## src/kpd_pkg.sv

```systemverilog
// Shared types and constants for the keypad scanner with debounce.
`default_nettype none

package kpd_pkg;

    // Width of a snapshot and of a key index.
    localparam int KEY_BITS = 16;
    localparam int IDX_BITS = 4;
    localparam int CHAR_BITS = 7;
    localparam int CNT_BITS = 8;
    localparam int OUT_DATA_BITS = 16;

    // Character layout of the 4x4 keypad, row by row.
    localparam int LAYOUT_ROWS = 4;
    localparam int LAYOUT_COLS = 4;
    localparam logic [CHAR_BITS-1:0] LAYOUT_CHARS [LAYOUT_ROWS*LAYOUT_COLS] = '{
        7'h31, 7'h32, 7'h33, 7'h41,
        7'h34, 7'h35, 7'h36, 7'h42,
        7'h37, 7'h38, 7'h39, 7'h43,
        7'h2A, 7'h30, 7'h23, 7'h44
    };

    // Reset value of the debounce tick count.
    localparam logic [CNT_BITS-1:0] DEBOUNCE_RESET = 8'd4;

    // Result of the priority encoder.
    typedef struct packed {
        logic                found;
        logic [IDX_BITS-1:0] idx;
    } kpd_enc_t;

endpackage

`default_nettype wire

```

## src/kpd_encoder.sv

```systemverilog
// Priority encoder that picks the first pressed key of a snapshot.
`default_nettype none

module kpd_encoder #(
    parameter int ROWS = 4,
    parameter int COLS = 4
) (
    input  wire logic [kpd_pkg::KEY_BITS-1:0] key_matrix,
    output kpd_pkg::kpd_enc_t                 enc
);
    import kpd_pkg::*;

    // Only keys that exist in the matrix and fit the snapshot are visible.
    localparam int VIS_KEYS = (ROWS * COLS < KEY_BITS) ? ROWS * COLS : KEY_BITS;

    logic [KEY_BITS-1:0] visible;

    always_comb
    begin
        for (int i = 0; i < KEY_BITS; i++)
        begin
            visible[i] = (i < VIS_KEYS) ? key_matrix[i] : 1'b0;
        end
    end

    // Rows in order, then columns in order, is simply the lowest set bit.
    always_comb
    begin
        enc.found = |visible;
        enc.idx   = '0;
        for (int i = KEY_BITS - 1; i >= 0; i--)
        begin
            if (visible[i])
            begin
                enc.idx = IDX_BITS'(i);
            end
        end
    end

endmodule

`default_nettype wire

```

## src/kpd_ctrl.sv

```systemverilog
// Scan, debounce and hold phase machine with the registered release result.
`default_nettype none

module kpd_ctrl #(
    parameter int COLS = 4
) (
    input  wire logic                          clk,
    input  wire logic                          rst_n,
    input  wire logic                          step,
    input  wire kpd_pkg::kpd_enc_t             enc,
    input  wire logic [kpd_pkg::CNT_BITS-1:0]  debounce_ticks,
    input  wire logic                          out_ready,
    output logic                               out_valid,
    output logic                               release_valid,
    output logic [kpd_pkg::IDX_BITS-1:0]       release_index,
    output logic [kpd_pkg::CHAR_BITS-1:0]      release_char
);
    import kpd_pkg::*;

    typedef enum logic [1:0] {
        PH_SCAN     = 2'd0,
        PH_DEBOUNCE = 2'd1,
        PH_HOLD     = 2'd2
    } phase_t;

    typedef logic [KEY_BITS-1:0][CHAR_BITS-1:0] char_tab_t;

    // Character of every key index, worked out at elaboration.
    function automatic char_tab_t build_char_tab();
        char_tab_t tab;
        int        r;
        int        c;
        for (int i = 0; i < KEY_BITS; i++)
        begin
            r = i / COLS;
            c = i % COLS;
            if (r < LAYOUT_ROWS && c < LAYOUT_COLS)
            begin
                tab[i] = LAYOUT_CHARS[r * LAYOUT_COLS + c];
            end
            else
            begin
                tab[i] = '0;
            end
        end
        return tab;
    endfunction

    localparam char_tab_t CHAR_TAB = build_char_tab();

    phase_t                 phase_reg;
    logic [IDX_BITS-1:0]    held_reg;
    logic [CNT_BITS-1:0]    count_reg;
    logic                   out_valid_reg;
    logic                   rel_valid_reg;
    logic [IDX_BITS-1:0]    rel_index_reg;
    logic [CHAR_BITS-1:0]   rel_char_reg;

    logic                   same_key;

    assign same_key = enc.found && (enc.idx == held_reg);

    // Phase state and the result register, advanced once per request.
    always_ff @(posedge clk or negedge rst_n)
    begin
        if (!rst_n)
        begin
            phase_reg     <= PH_SCAN;
            held_reg      <= '0;
            count_reg     <= '0;
            out_valid_reg <= 1'b0;
            rel_valid_reg <= 1'b0;
            rel_index_reg <= '0;
            rel_char_reg  <= '0;
        end
        else if (step)
        begin
            out_valid_reg <= 1'b1;
            rel_valid_reg <= 1'b0;
            rel_index_reg <= '0;
            rel_char_reg  <= '0;
            unique case (phase_reg)
                PH_SCAN:
                begin
                    if (enc.found)
                    begin
                        held_reg  <= enc.idx;
                        count_reg <= '0;
                        phase_reg <= PH_DEBOUNCE;
                    end
                end
                PH_DEBOUNCE:
                begin
                    if (count_reg >= debounce_ticks)
                    begin
                        phase_reg <= same_key ? PH_HOLD : PH_SCAN;
                    end
                    if (count_reg != '1)
                    begin
                        count_reg <= count_reg + 1'b1;
                    end
                end
                PH_HOLD:
                begin
                    if (!same_key)
                    begin
                        // A release reports the key; another key just rescans.
                        if (!enc.found)
                        begin
                            rel_valid_reg <= 1'b1;
                            rel_index_reg <= held_reg;
                            rel_char_reg  <= CHAR_TAB[held_reg];
                        end
                        phase_reg <= PH_SCAN;
                    end
                end
                default:
                begin
                    phase_reg <= PH_SCAN;
                end
            endcase
        end
        else if (out_ready)
        begin
            out_valid_reg <= 1'b0;
        end
    end

    assign out_valid     = out_valid_reg;
    assign release_valid = rel_valid_reg;
    assign release_index = rel_index_reg;
    assign release_char  = rel_char_reg;

endmodule

`default_nettype wire

```

## src/keypad_scan_debounce.sv

```systemverilog
// Top level of the debounced 4x4 keypad scanner.
//
// Each request on the slave stream is one tick: s_axis_tdata carries a
// snapshot of the keys that read pressed, bit row*COLS+col per key.
// Every request yields exactly one result on the master stream, which
// says whether a held key was released on that tick, and if so which key
// and its ASCII character.
// The debounce tick count resets to 4. The user must write it through
// cfg_wr_en/cfg_wr_data only while the block is idle; the block does not check.
// A request is held in an input register, and its result is then loaded into
// the output register once that register is free. One request per cycle is
// sustained while the receiver does not stall; the cycle is set by the
// priority encoder and the phase update between the two registers.
// When the receiver stalls, the result waits in the output register, the
// input register still takes one more request, and s_axis_tready then
// drops until the result is taken.
// Reset empties both registers, returns the machine to the scan phase and
// clears the held key and the debounce count.
`default_nettype none

module keypad_scan_debounce #(
    parameter int ROWS = 4,
    parameter int COLS = 4
) (
    input  wire logic                              clk,
    input  wire logic                              rst_n,
    input  wire logic                              cfg_wr_en,
    input  wire logic [kpd_pkg::CNT_BITS-1:0]      cfg_wr_data,
    input  wire logic                              s_axis_tvalid,
    output logic                                   s_axis_tready,
    // [15:0] key_matrix
    input  wire logic [kpd_pkg::KEY_BITS-1:0]      s_axis_tdata,
    output logic                                   m_axis_tvalid,
    input  wire logic                              m_axis_tready,
    // [0] release_valid, [4:1] release_index, [11:5] release_char, [15:12] zero
    output logic [kpd_pkg::OUT_DATA_BITS-1:0]      m_axis_tdata
);
    import kpd_pkg::*;

    logic [CNT_BITS-1:0]  ticks_reg;
    logic                 in_valid_reg;
    logic [KEY_BITS-1:0]  in_data_reg;
    logic                 step;
    logic                 in_take;
    kpd_enc_t             enc;
    logic                 rel_valid;
    logic [IDX_BITS-1:0]  rel_index;
    logic [CHAR_BITS-1:0] rel_char;

    // The held request moves on whenever the output register is free.
    assign step          = in_valid_reg && (!m_axis_tvalid || m_axis_tready);
    assign s_axis_tready = !in_valid_reg || step;
    assign in_take       = s_axis_tvalid && s_axis_tready;

    // Debounce tick count register.
    always_ff @(posedge clk or negedge rst_n)
    begin
        if (!rst_n)
        begin
            ticks_reg <= DEBOUNCE_RESET;
        end
        else if (cfg_wr_en)
        begin
            ticks_reg <= cfg_wr_data;
        end
    end

    // Input register.
    always_ff @(posedge clk or negedge rst_n)
    begin
        if (!rst_n)
        begin
            in_valid_reg <= 1'b0;
        end
        else if (in_take)
        begin
            in_valid_reg <= 1'b1;
        end
        else if (step)
        begin
            in_valid_reg <= 1'b0;
        end
    end

    always_ff @(posedge clk)
    begin
        if (in_take)
        begin
            in_data_reg <= s_axis_tdata;
        end
    end

    kpd_encoder #(
        .ROWS (ROWS),
        .COLS (COLS)
    ) u_encoder (
        .key_matrix (in_data_reg),
        .enc        (enc)
    );

    kpd_ctrl #(
        .COLS (COLS)
    ) u_ctrl (
        .clk            (clk),
        .rst_n          (rst_n),
        .step           (step),
        .enc            (enc),
        .debounce_ticks (ticks_reg),
        .out_ready      (m_axis_tready),
        .out_valid      (m_axis_tvalid),
        .release_valid  (rel_valid),
        .release_index  (rel_index),
        .release_char   (rel_char)
    );

    // Pack the result fields, lowest field first.
    assign m_axis_tdata = {
        {(OUT_DATA_BITS - 1 - IDX_BITS - CHAR_BITS){1'b0}},
        rel_char,
        rel_index,
        rel_valid
    };

endmodule

`default_nettype wire
```

## config.mk

```make
export PLATFORM = sky130hd
export DESIGN_NAME = keypad_scan_debounce
export DESIGN_NICKNAME = d
export VERILOG_FILES = /design/src/kpd_pkg.sv /design/src/kpd_encoder.sv /design/src/kpd_ctrl.sv /design/src/keypad_scan_debounce.sv
export SDC_FILE = /design/constraint.sdc
export NUM_CORES = 1
export LEC_CHECK = 0
export ABC_AREA = 1
export BUFFER_PORTS_ARGS = -buffer_cell sky130_fd_sc_hd__clkbuf_2
export CAP_MARGIN = 30
export CORE_ASPECT_RATIO = 1.25
export CORE_MARGIN = 2
export CORE_UTILIZATION = 43
export CTS_BUF_LIST = sky130_fd_sc_hd__clkbuf_8
export DETAILED_ROUTE_END_ITERATION = 10
export HOLD_SLACK_MARGIN = 0.02
export PLACE_DENSITY_LB_ADDON = 0.05
export SETUP_SLACK_MARGIN = 0.05
export SYNTH_ARGS = -nofsm -noshare
export SYNTH_HDL_FRONTEND = slang
export SYNTH_SLANG_ARGS = --single-unit
export TNS_END_PERCENT = 5
```

## constraint.sdc

```tcl
create_clock -name clk -period 1.68 [get_ports clk]
set_input_delay 0.084 -clock clk [delete_from_list [all_inputs] [get_ports clk]]
set_output_delay 0.084 -clock clk [all_outputs]
set_load 0.01 [all_outputs]
```

==> results.sh, run 1 <==
export IMPL_run_status="complete, but fails checks"
export IMPL_violations="setup timing"
export IMPL_dr_first_iter_drc_count=62
export IMPL_vias=2197
export IMPL_grt_pass1_wl_microns=9340
export IMPL_largest_reg_flops=16
export IMPL_yosys_warnings=0
export IMPL_cp_max_fo=8
export IMPL_ant_nets=0
export IMPL_cts_htree_levels=2
export IMPL_clk_latency_ns=0.30
export IMPL_rrSetupSlack_ns=-0.1
export IMPL_max_cap_violations=0
export IMPL_ys_seq_area_share_pct=51.2
export IMPL_postSynthCellCount=294
export IMPL_synth_area_sq_um=2700
export IMPL_portBuffers=42
export IMPL_ir_drop_mv=0.545
export IMPL_setup_viol_count_final=11
export IMPL_min_path_cells=4
export IMPL_dr_wl_met2_microns=3090
export IMPL_slowest_delay_ns=0.53
export IMPL_setup_ws_ns=-0.0985
export IMPL_critPathSlowestCell="dfstp_2"
export IMPL_dp_cells=445
export IMPL_fin_skew_ns=0.0122
export IMPL_path_clk_slew_ns=0.09
export IMPL_synth_main_ff_cell="dfrtp_1"
export IMPL_routed_top_layer="met4"
export IMPL_grt_usage_pct=17.6
export IMPL_rr_startpoint="ticks_reg[2]"
export IMPL_arrival_ns=1.96
export IMPL_synth_seq_cells=52
export IMPL_synth_top_area_share_pct=32.4
export IMPL_worstPathRequired_ns=1.86
export IMPL_hold_viol=0
export IMPL_die_area_sq_um=6940
export IMPL_place_ws_ns=-0.140
export IMPL_core_area_sq_um=6130
export IMPL_viasPerCell=4.59
export IMPL_yosys_cell_types_count=41
export IMPL_finalWirelength_microns=5480
export IMPL_crit_type="flop to flop"
export IMPL_cts_sinks=52
export IMPL_final_min_clock_period_ns=1.78
export IMPL_avgSynthCellArea_sq_um=9.19
export IMPL_drive_gt1_share_pct=31.2
export IMPL_die_y_microns=92.6
export IMPL_grt_overflow_total=0
export IMPL_antenna_found_initial=0
export IMPL_period_share_pct=106
export IMPL_cts_buffers=5
export IMPL_reg2reg_depth=11
export IMPL_drt_pass1_iterations=4
export IMPL_synth_top_area_cell="dfrtp_1"
export IMPL_worstHoldEndpoint="u_ctrl.out_valid"
export IMPL_hp_class="input pin to flop"
export IMPL_n_fill_cell=571
export IMPL_dpl_hpwl_microns=4120
export IMPL_path_common_cell="nand4_1"
export IMPL_initial_utilization_pct=44.1
export IMPL_grt_max_degree=37
export IMPL_synth_area_top_cells="dfrtp_1 (32%), edfxtp_1 (18%), nand2_1 (9.0%)"
export IMPL_start_kind="flop"
export IMPL_clk_path_buf_depth=2
export IMPL_ios=47
export IMPL_synth_async_reset_ratio_pct=69.2
export IMPL_slew_violations=0
export IMPL_p_leak_uw=0.00180
export IMPL_met1Wirelength_microns=2130
export IMPL_wl_per_cell_microns=11.4
export IMPL_clock_fmax_mhz=562
export IMPL_critPathCaptureType="flop"
export IMPL_synth_common_cells="nand2_1 (65), dfrtp_1 (35), inv_1 (32), o21ai_0 (24), nor2_1 (18)"
export IMPL_rows=32
export IMPL_grt_pass1_vias=2237
export IMPL_syn_to_final_growth_pct=34.4
export IMPL_cts_tree="yes"
export IMPL_rsz0062_at_grt="true"
export IMPL_instances_no_fill=479
export IMPL_r2r_end="u_ctrl.held_reg[0]"
export IMPL_gp_congestion=0.798
export IMPL_clock_root_buffer="clkbuf_8"
export IMPL_multi_input_area_sq_um=1160
export IMPL_yosysMostFrequentCell="nand2_1"
export IMPL_drcViolationCount=0
export IMPL_fp_dieW_microns=74.9
export IMPL_synth_edf_count=16
export IMPL_worstPathCellList="inv_2, ha_4, nand2_4, inv_1, nand4_1, nand4_1, nand2_2, nor2_4, clkinv_4, nand2_1, o21ai_1"
export IMPL_layout_nets=437
export IMPL_met3WireLength_microns=148
export IMPL_seqCellArea_sq_um=1380
export IMPL_powerDensity_nw_per_um2=992
export IMPL_min_delay_start="m_axis_tready"
export IMPL_num_antenna_cells=0
## worst max-delay path, delay by kind of cell (launching register included)
family	cells	cell delay (ns)
and+or+nand+nor	6	0.62
DFF	1	0.53
adders and majority gates	1	0.26
buffers and inverters	3	0.20
AOI/OAI and AO/OA	1	0.06
## layer usage
metal | track usage, % | vias up
met3 | 2.94 | 10
met2 | 34.7 | 40
li1 | - | 1148
met4 | 6.25 | 0
met5 | 0 | -
met1 | 17.4 | 999
## repair_timing
item | CTS | global route
hold buffers | 26 | 0
gates cloned | 0 | 0
setup buffers | 0 | 0
endpoints found under the hold margin | 60 | 0
pin swaps | 3 | 3
endpoints found under the setup margin | 13 | 24
gates resized for setup | 4 | 14
## cell usage in the layout, fill, tap and decap left out, types with 2 or more instances in the layout
cell type | synthesis | routed
a21oi_1 | 9 | 8
buf_4 | 5 | 28
buf_6 | 0 | 2
clkbuf_2 | 0 | 42
clkbuf_8 | 0 | 7
conb_1 | 1 | 4
dfrtp_1 | 35 | 35
dlygate4sd3_1 | 0 | 26
edfxtp_1 | 16 | 16
ha_1 | 15 | 12
ha_4 | 0 | 2
inv_1 | 32 | 32
inv_2 | 11 | 12
nand2_1 | 65 | 64
nand2_2 | 2 | 2
nand2_4 | 4 | 5
nand3_1 | 13 | 13
nand3_2 | 3 | 3
nand4_1 | 3 | 3
nor2_1 | 18 | 16
nor2_2 | 5 | 5
nor2_4 | 2 | 4
nor3_1 | 3 | 3
o21ai_0 | 24 | 15
o21ai_1 | 3 | 11
xor2_1 | 2 | 2
## worst max path at each step
stage	endpoint	cells past startpoint	start	slack (ns)
floorplan	u_ctrl.count_reg[5]	11	ticks_reg[2]	-0.005
global placement	u_ctrl.count_reg[5]	11	ticks_reg[2]	-0.06
detailed placement	u_ctrl.count_reg[5]	11	ticks_reg[2]	-0.14
CTS	u_ctrl.held_reg[3]	10	ticks_reg[2]	-0.09
global route	u_ctrl.held_reg[2]	11	ticks_reg[2]	-0.25
finish	u_ctrl.held_reg[0]	11	ticks_reg[2]	-0.1
## stage by stage
stage | power, uW | utilization (%) | hold WS, ns | setup TNS [ns] | cell area [sq um]
after floorplan | 2320 | - | -0.212 | -0.00602 | 2730
after global placement | 2760 | 52.6 | 0.161 | -0.408 | 3220
after detailed placement | 2780 | 52.6 | 0.159 | -0.946 | 3220
after CTS | 3610 | 58.8 | 0.0459 | -0.666 | 3600
after global routing | 3870 | 59.3 | 0.0776 | -2.56 | 3630
final | 3600 | 59.3 | 0.0488 | -0.687 | 3630
## final cells by class
class / instances / area share [%]
sequential: 52 / 38.1
tap: 85 / 2.93
clock inverter: 1 / 0.103
multi-input combinational: 191 / 32.0
timing repair buffer: 98 / 19.4
clock buffer: 7 / 2.65
inverter: 45 / 4.86
## power by group
group / switching, uW / leakage, uW / internal, uW
clock network: 395 / 0.0000557 / 371
registers: 140 / 0.000628 / 1460
logic: 713 / 0.00112 / 527
total: 1250 / 0.00180 / 2350
## kinds of logic (layout without fill, tap and decap cells)
group	after synthesis	in the layout	share of synthesized area (%)
AOI/OAI and AO/OA	45	45	9.26
xor gates and xnor gates	2	2	0.649
adders and majority gates	15	15	6.95
buffers and inverters	54	151	8.34
DFF	52	52	51.2
muxes	1	1	0.417
other	1	4	0.139
and+or+nand+nor	124	124	23.1
Power figures use the tool's default switching activity.
==> inputs of run 2 (changes only) <==
- CELL_PAD_IN_SITES_DETAIL_PLACEMENT: not set -> 2
- CELL_PAD_IN_SITES_GLOBAL_PLACEMENT: not set -> 2
- CORE_UTILIZATION: 43 -> 32
==> results.sh, run 2 (same netlist as run 1, synthesis figures left out) <==
export IMPL_run_status="complete, but fails checks"
export IMPL_violations="setup timing"
export IMPL_final_cell_mix="nand2_1 (60), buf_4 (51), clkbuf_2 (42), dfrtp_1 (35), inv_1 (31)"
export IMPL_worstPathRequired_ns=1.89
export IMPL_internal_power_uw=2590
export IMPL_finalPower_uw=4030
export IMPL_num_antenna_cells=0
export IMPL_layout_nets=460
export IMPL_initial_utilization_pct=32.8
export IMPL_core_area_sq_um=8240
export IMPL_clkPwrFrac_pct=22.0
export IMPL_vias=2388
export IMPL_setup_ws_ns=-0.152
export IMPL_drcViolationCount=0
export IMPL_finalWirelength_microns=7270
export IMPL_grt_max_degree=37
export IMPL_antenna_found_initial=0
export IMPL_cts_buffers=5
export IMPL_cts_sinks=52
export IMPL_crit_type="flop to flop"
export IMPL_wl_per_cell_microns=14.1
export IMPL_setup_viol_count_final=11
export IMPL_swShare_pct=35.7
export IMPL_period_share_pct=109
export IMPL_hp_class="input pin to flop"
export IMPL_grt_usage_pct=17.0
export IMPL_place_ws_ns=-0.212
export IMPL_die_area_sq_um=9200
export IMPL_dpl_hpwl_microns=5360
export IMPL_ios=47
export IMPL_grt_util_met2_pct=33.8
export IMPL_grt_pass1_wl_microns=12000
export IMPL_comb_power_share_pct=37.8
export IMPL_drt_pass1_iterations=3
export IMPL_critPathCaptureType="flop"
export IMPL_instances_no_fill=514
export IMPL_dr_first_iter_drc_count=30
export IMPL_rows=37
export IMPL_busiest_layer="met2"
export IMPL_grt_overflow_total=0
export IMPL_dp_cells=465
export IMPL_slew_violations=0
export IMPL_hold_viol=0
export IMPL_clock_root_buffer="clkbuf_8"
export IMPL_viasPerCell=4.65
export IMPL_portBuffers=42
export IMPL_arrival_ns=2.04
export IMPL_ir_drop_mv=0.397
export IMPL_grt_pass1_vias=2577
export IMPL_setup_tns_ns=-1.38
export IMPL_clk_path_buf_depth=2
export IMPL_fp_dieW_microns=86.2
export IMPL_met3_usage_pct=2.62
export IMPL_max_cap_violations=0
export IMPL_power_frac_seq_pct=40.2
export IMPL_start_kind="flop"
export IMPL_cp_max_fo=3
export IMPL_syn_to_final_growth_pct=44.0
export IMPL_fin_util_pct=47.2
export IMPL_drive_gt1_share_pct=37.9
export IMPL_final_min_clock_period_ns=1.83
export IMPL_rsz0062_at_grt="true"
export IMPL_clock_fmax_mhz=546
export IMPL_path_clk_slew_ns=0.10
export IMPL_p_leak_uw=0.00194
export IMPL_layout_commonest_cell="nand2_1"
export IMPL_ant_nets=0
export IMPL_clk_latency_ns=0.32
export IMPL_cts_htree_levels=2
export IMPL_gp_congestion=0.729
export IMPL_die_y_microns=107
export IMPL_fin_skew_ns=0.00990
export IMPL_cts_tree="yes"
export IMPL_powerDensity_nw_per_um2=1030
export IMPL_p_sw_uw=1440
export IMPL_use_met1_pct=17.9
export IMPL_largest_reg_flops=16
run 2: metrics by stage:
| step | cell area, sq um | hold WS (ns) |
|---|---|---|
| after floorplan | 2730 | -0.212 |
| after global placement | 3300 | 0.169 |
| after detailed placement | 3300 | 0.177 |
| after CTS | 3750 | 0.0216 |
| after global routing | 3890 | 0.0644 |
| final | 3890 | 0.0398 |
run 2: worst max-delay path, stage by stage (launching register included):
cell	delay [ns]
edfxtp_1	0.44
nor2_2	0.17
nand3_2	0.11
nor2_4	0.15
inv_4	0.05
nor2_4	0.11
nand2_4	0.06
nand2_4	0.08
nor3_4	0.05
buf_4	0.14
nand2_4	0.06
buf_4	0.11
xor2_1	0.15
nor2_1	0.06
run 2: layout make-up:
type,count,area (sq um)
Fill cell,922,4350
Sequential cell,52,1380
Multi-Input combinational cell,191,1220
Timing Repair Buffer,121,876
Inverter,45,176
Tap cell,97,121
Clock buffer,5,68.8
Clock inverter,3,41.3
run 2: metal layers:
metal	wire, microns	part of all wire (%)
met1	2730	38
met2	4270	59
met3	171	2.4
met4	91	1.3
met5	0	0
run 2: power by group through the flow:
stage          logic [uW]  clock network (uW)  registers (uW)
5_1_grt              1730                 956            1640
3_5_place_dp         1310                   0            1620
6_report             1520                 886            1620
3_3_place_gp         1240                   0            1610
2_1_floorplan         725                   0            1600
4_1_cts              1430                 921            1600
run 2: repair_timing:
item	CTS	global route
pin swaps	11	14
endpoints found under the setup margin	23	25
resized for setup	10	24
buffers inserted	9	6
endpoints found under the hold margin	59	1
hold buffers	25	1
run 2: worst paths after layout:
path	endpoint	cells past startpoint	slack, ns	startpoint
max	u_ctrl.count_reg[3]	13	-0.15	in_data_reg[5]
min	u_ctrl.out_valid	4	0.04	m_axis_tready
max reg2reg	u_ctrl.count_reg[3]	13	-0.15	in_data_reg[5]
min reg2reg	u_ctrl.release_valid	2	0.49	u_ctrl.release_valid
max in group asynchronous	ticks_reg[2]	3	0.97	rst_n
min in group asynchronous	u_ctrl.release_index[1]	3	0.36	rst_n
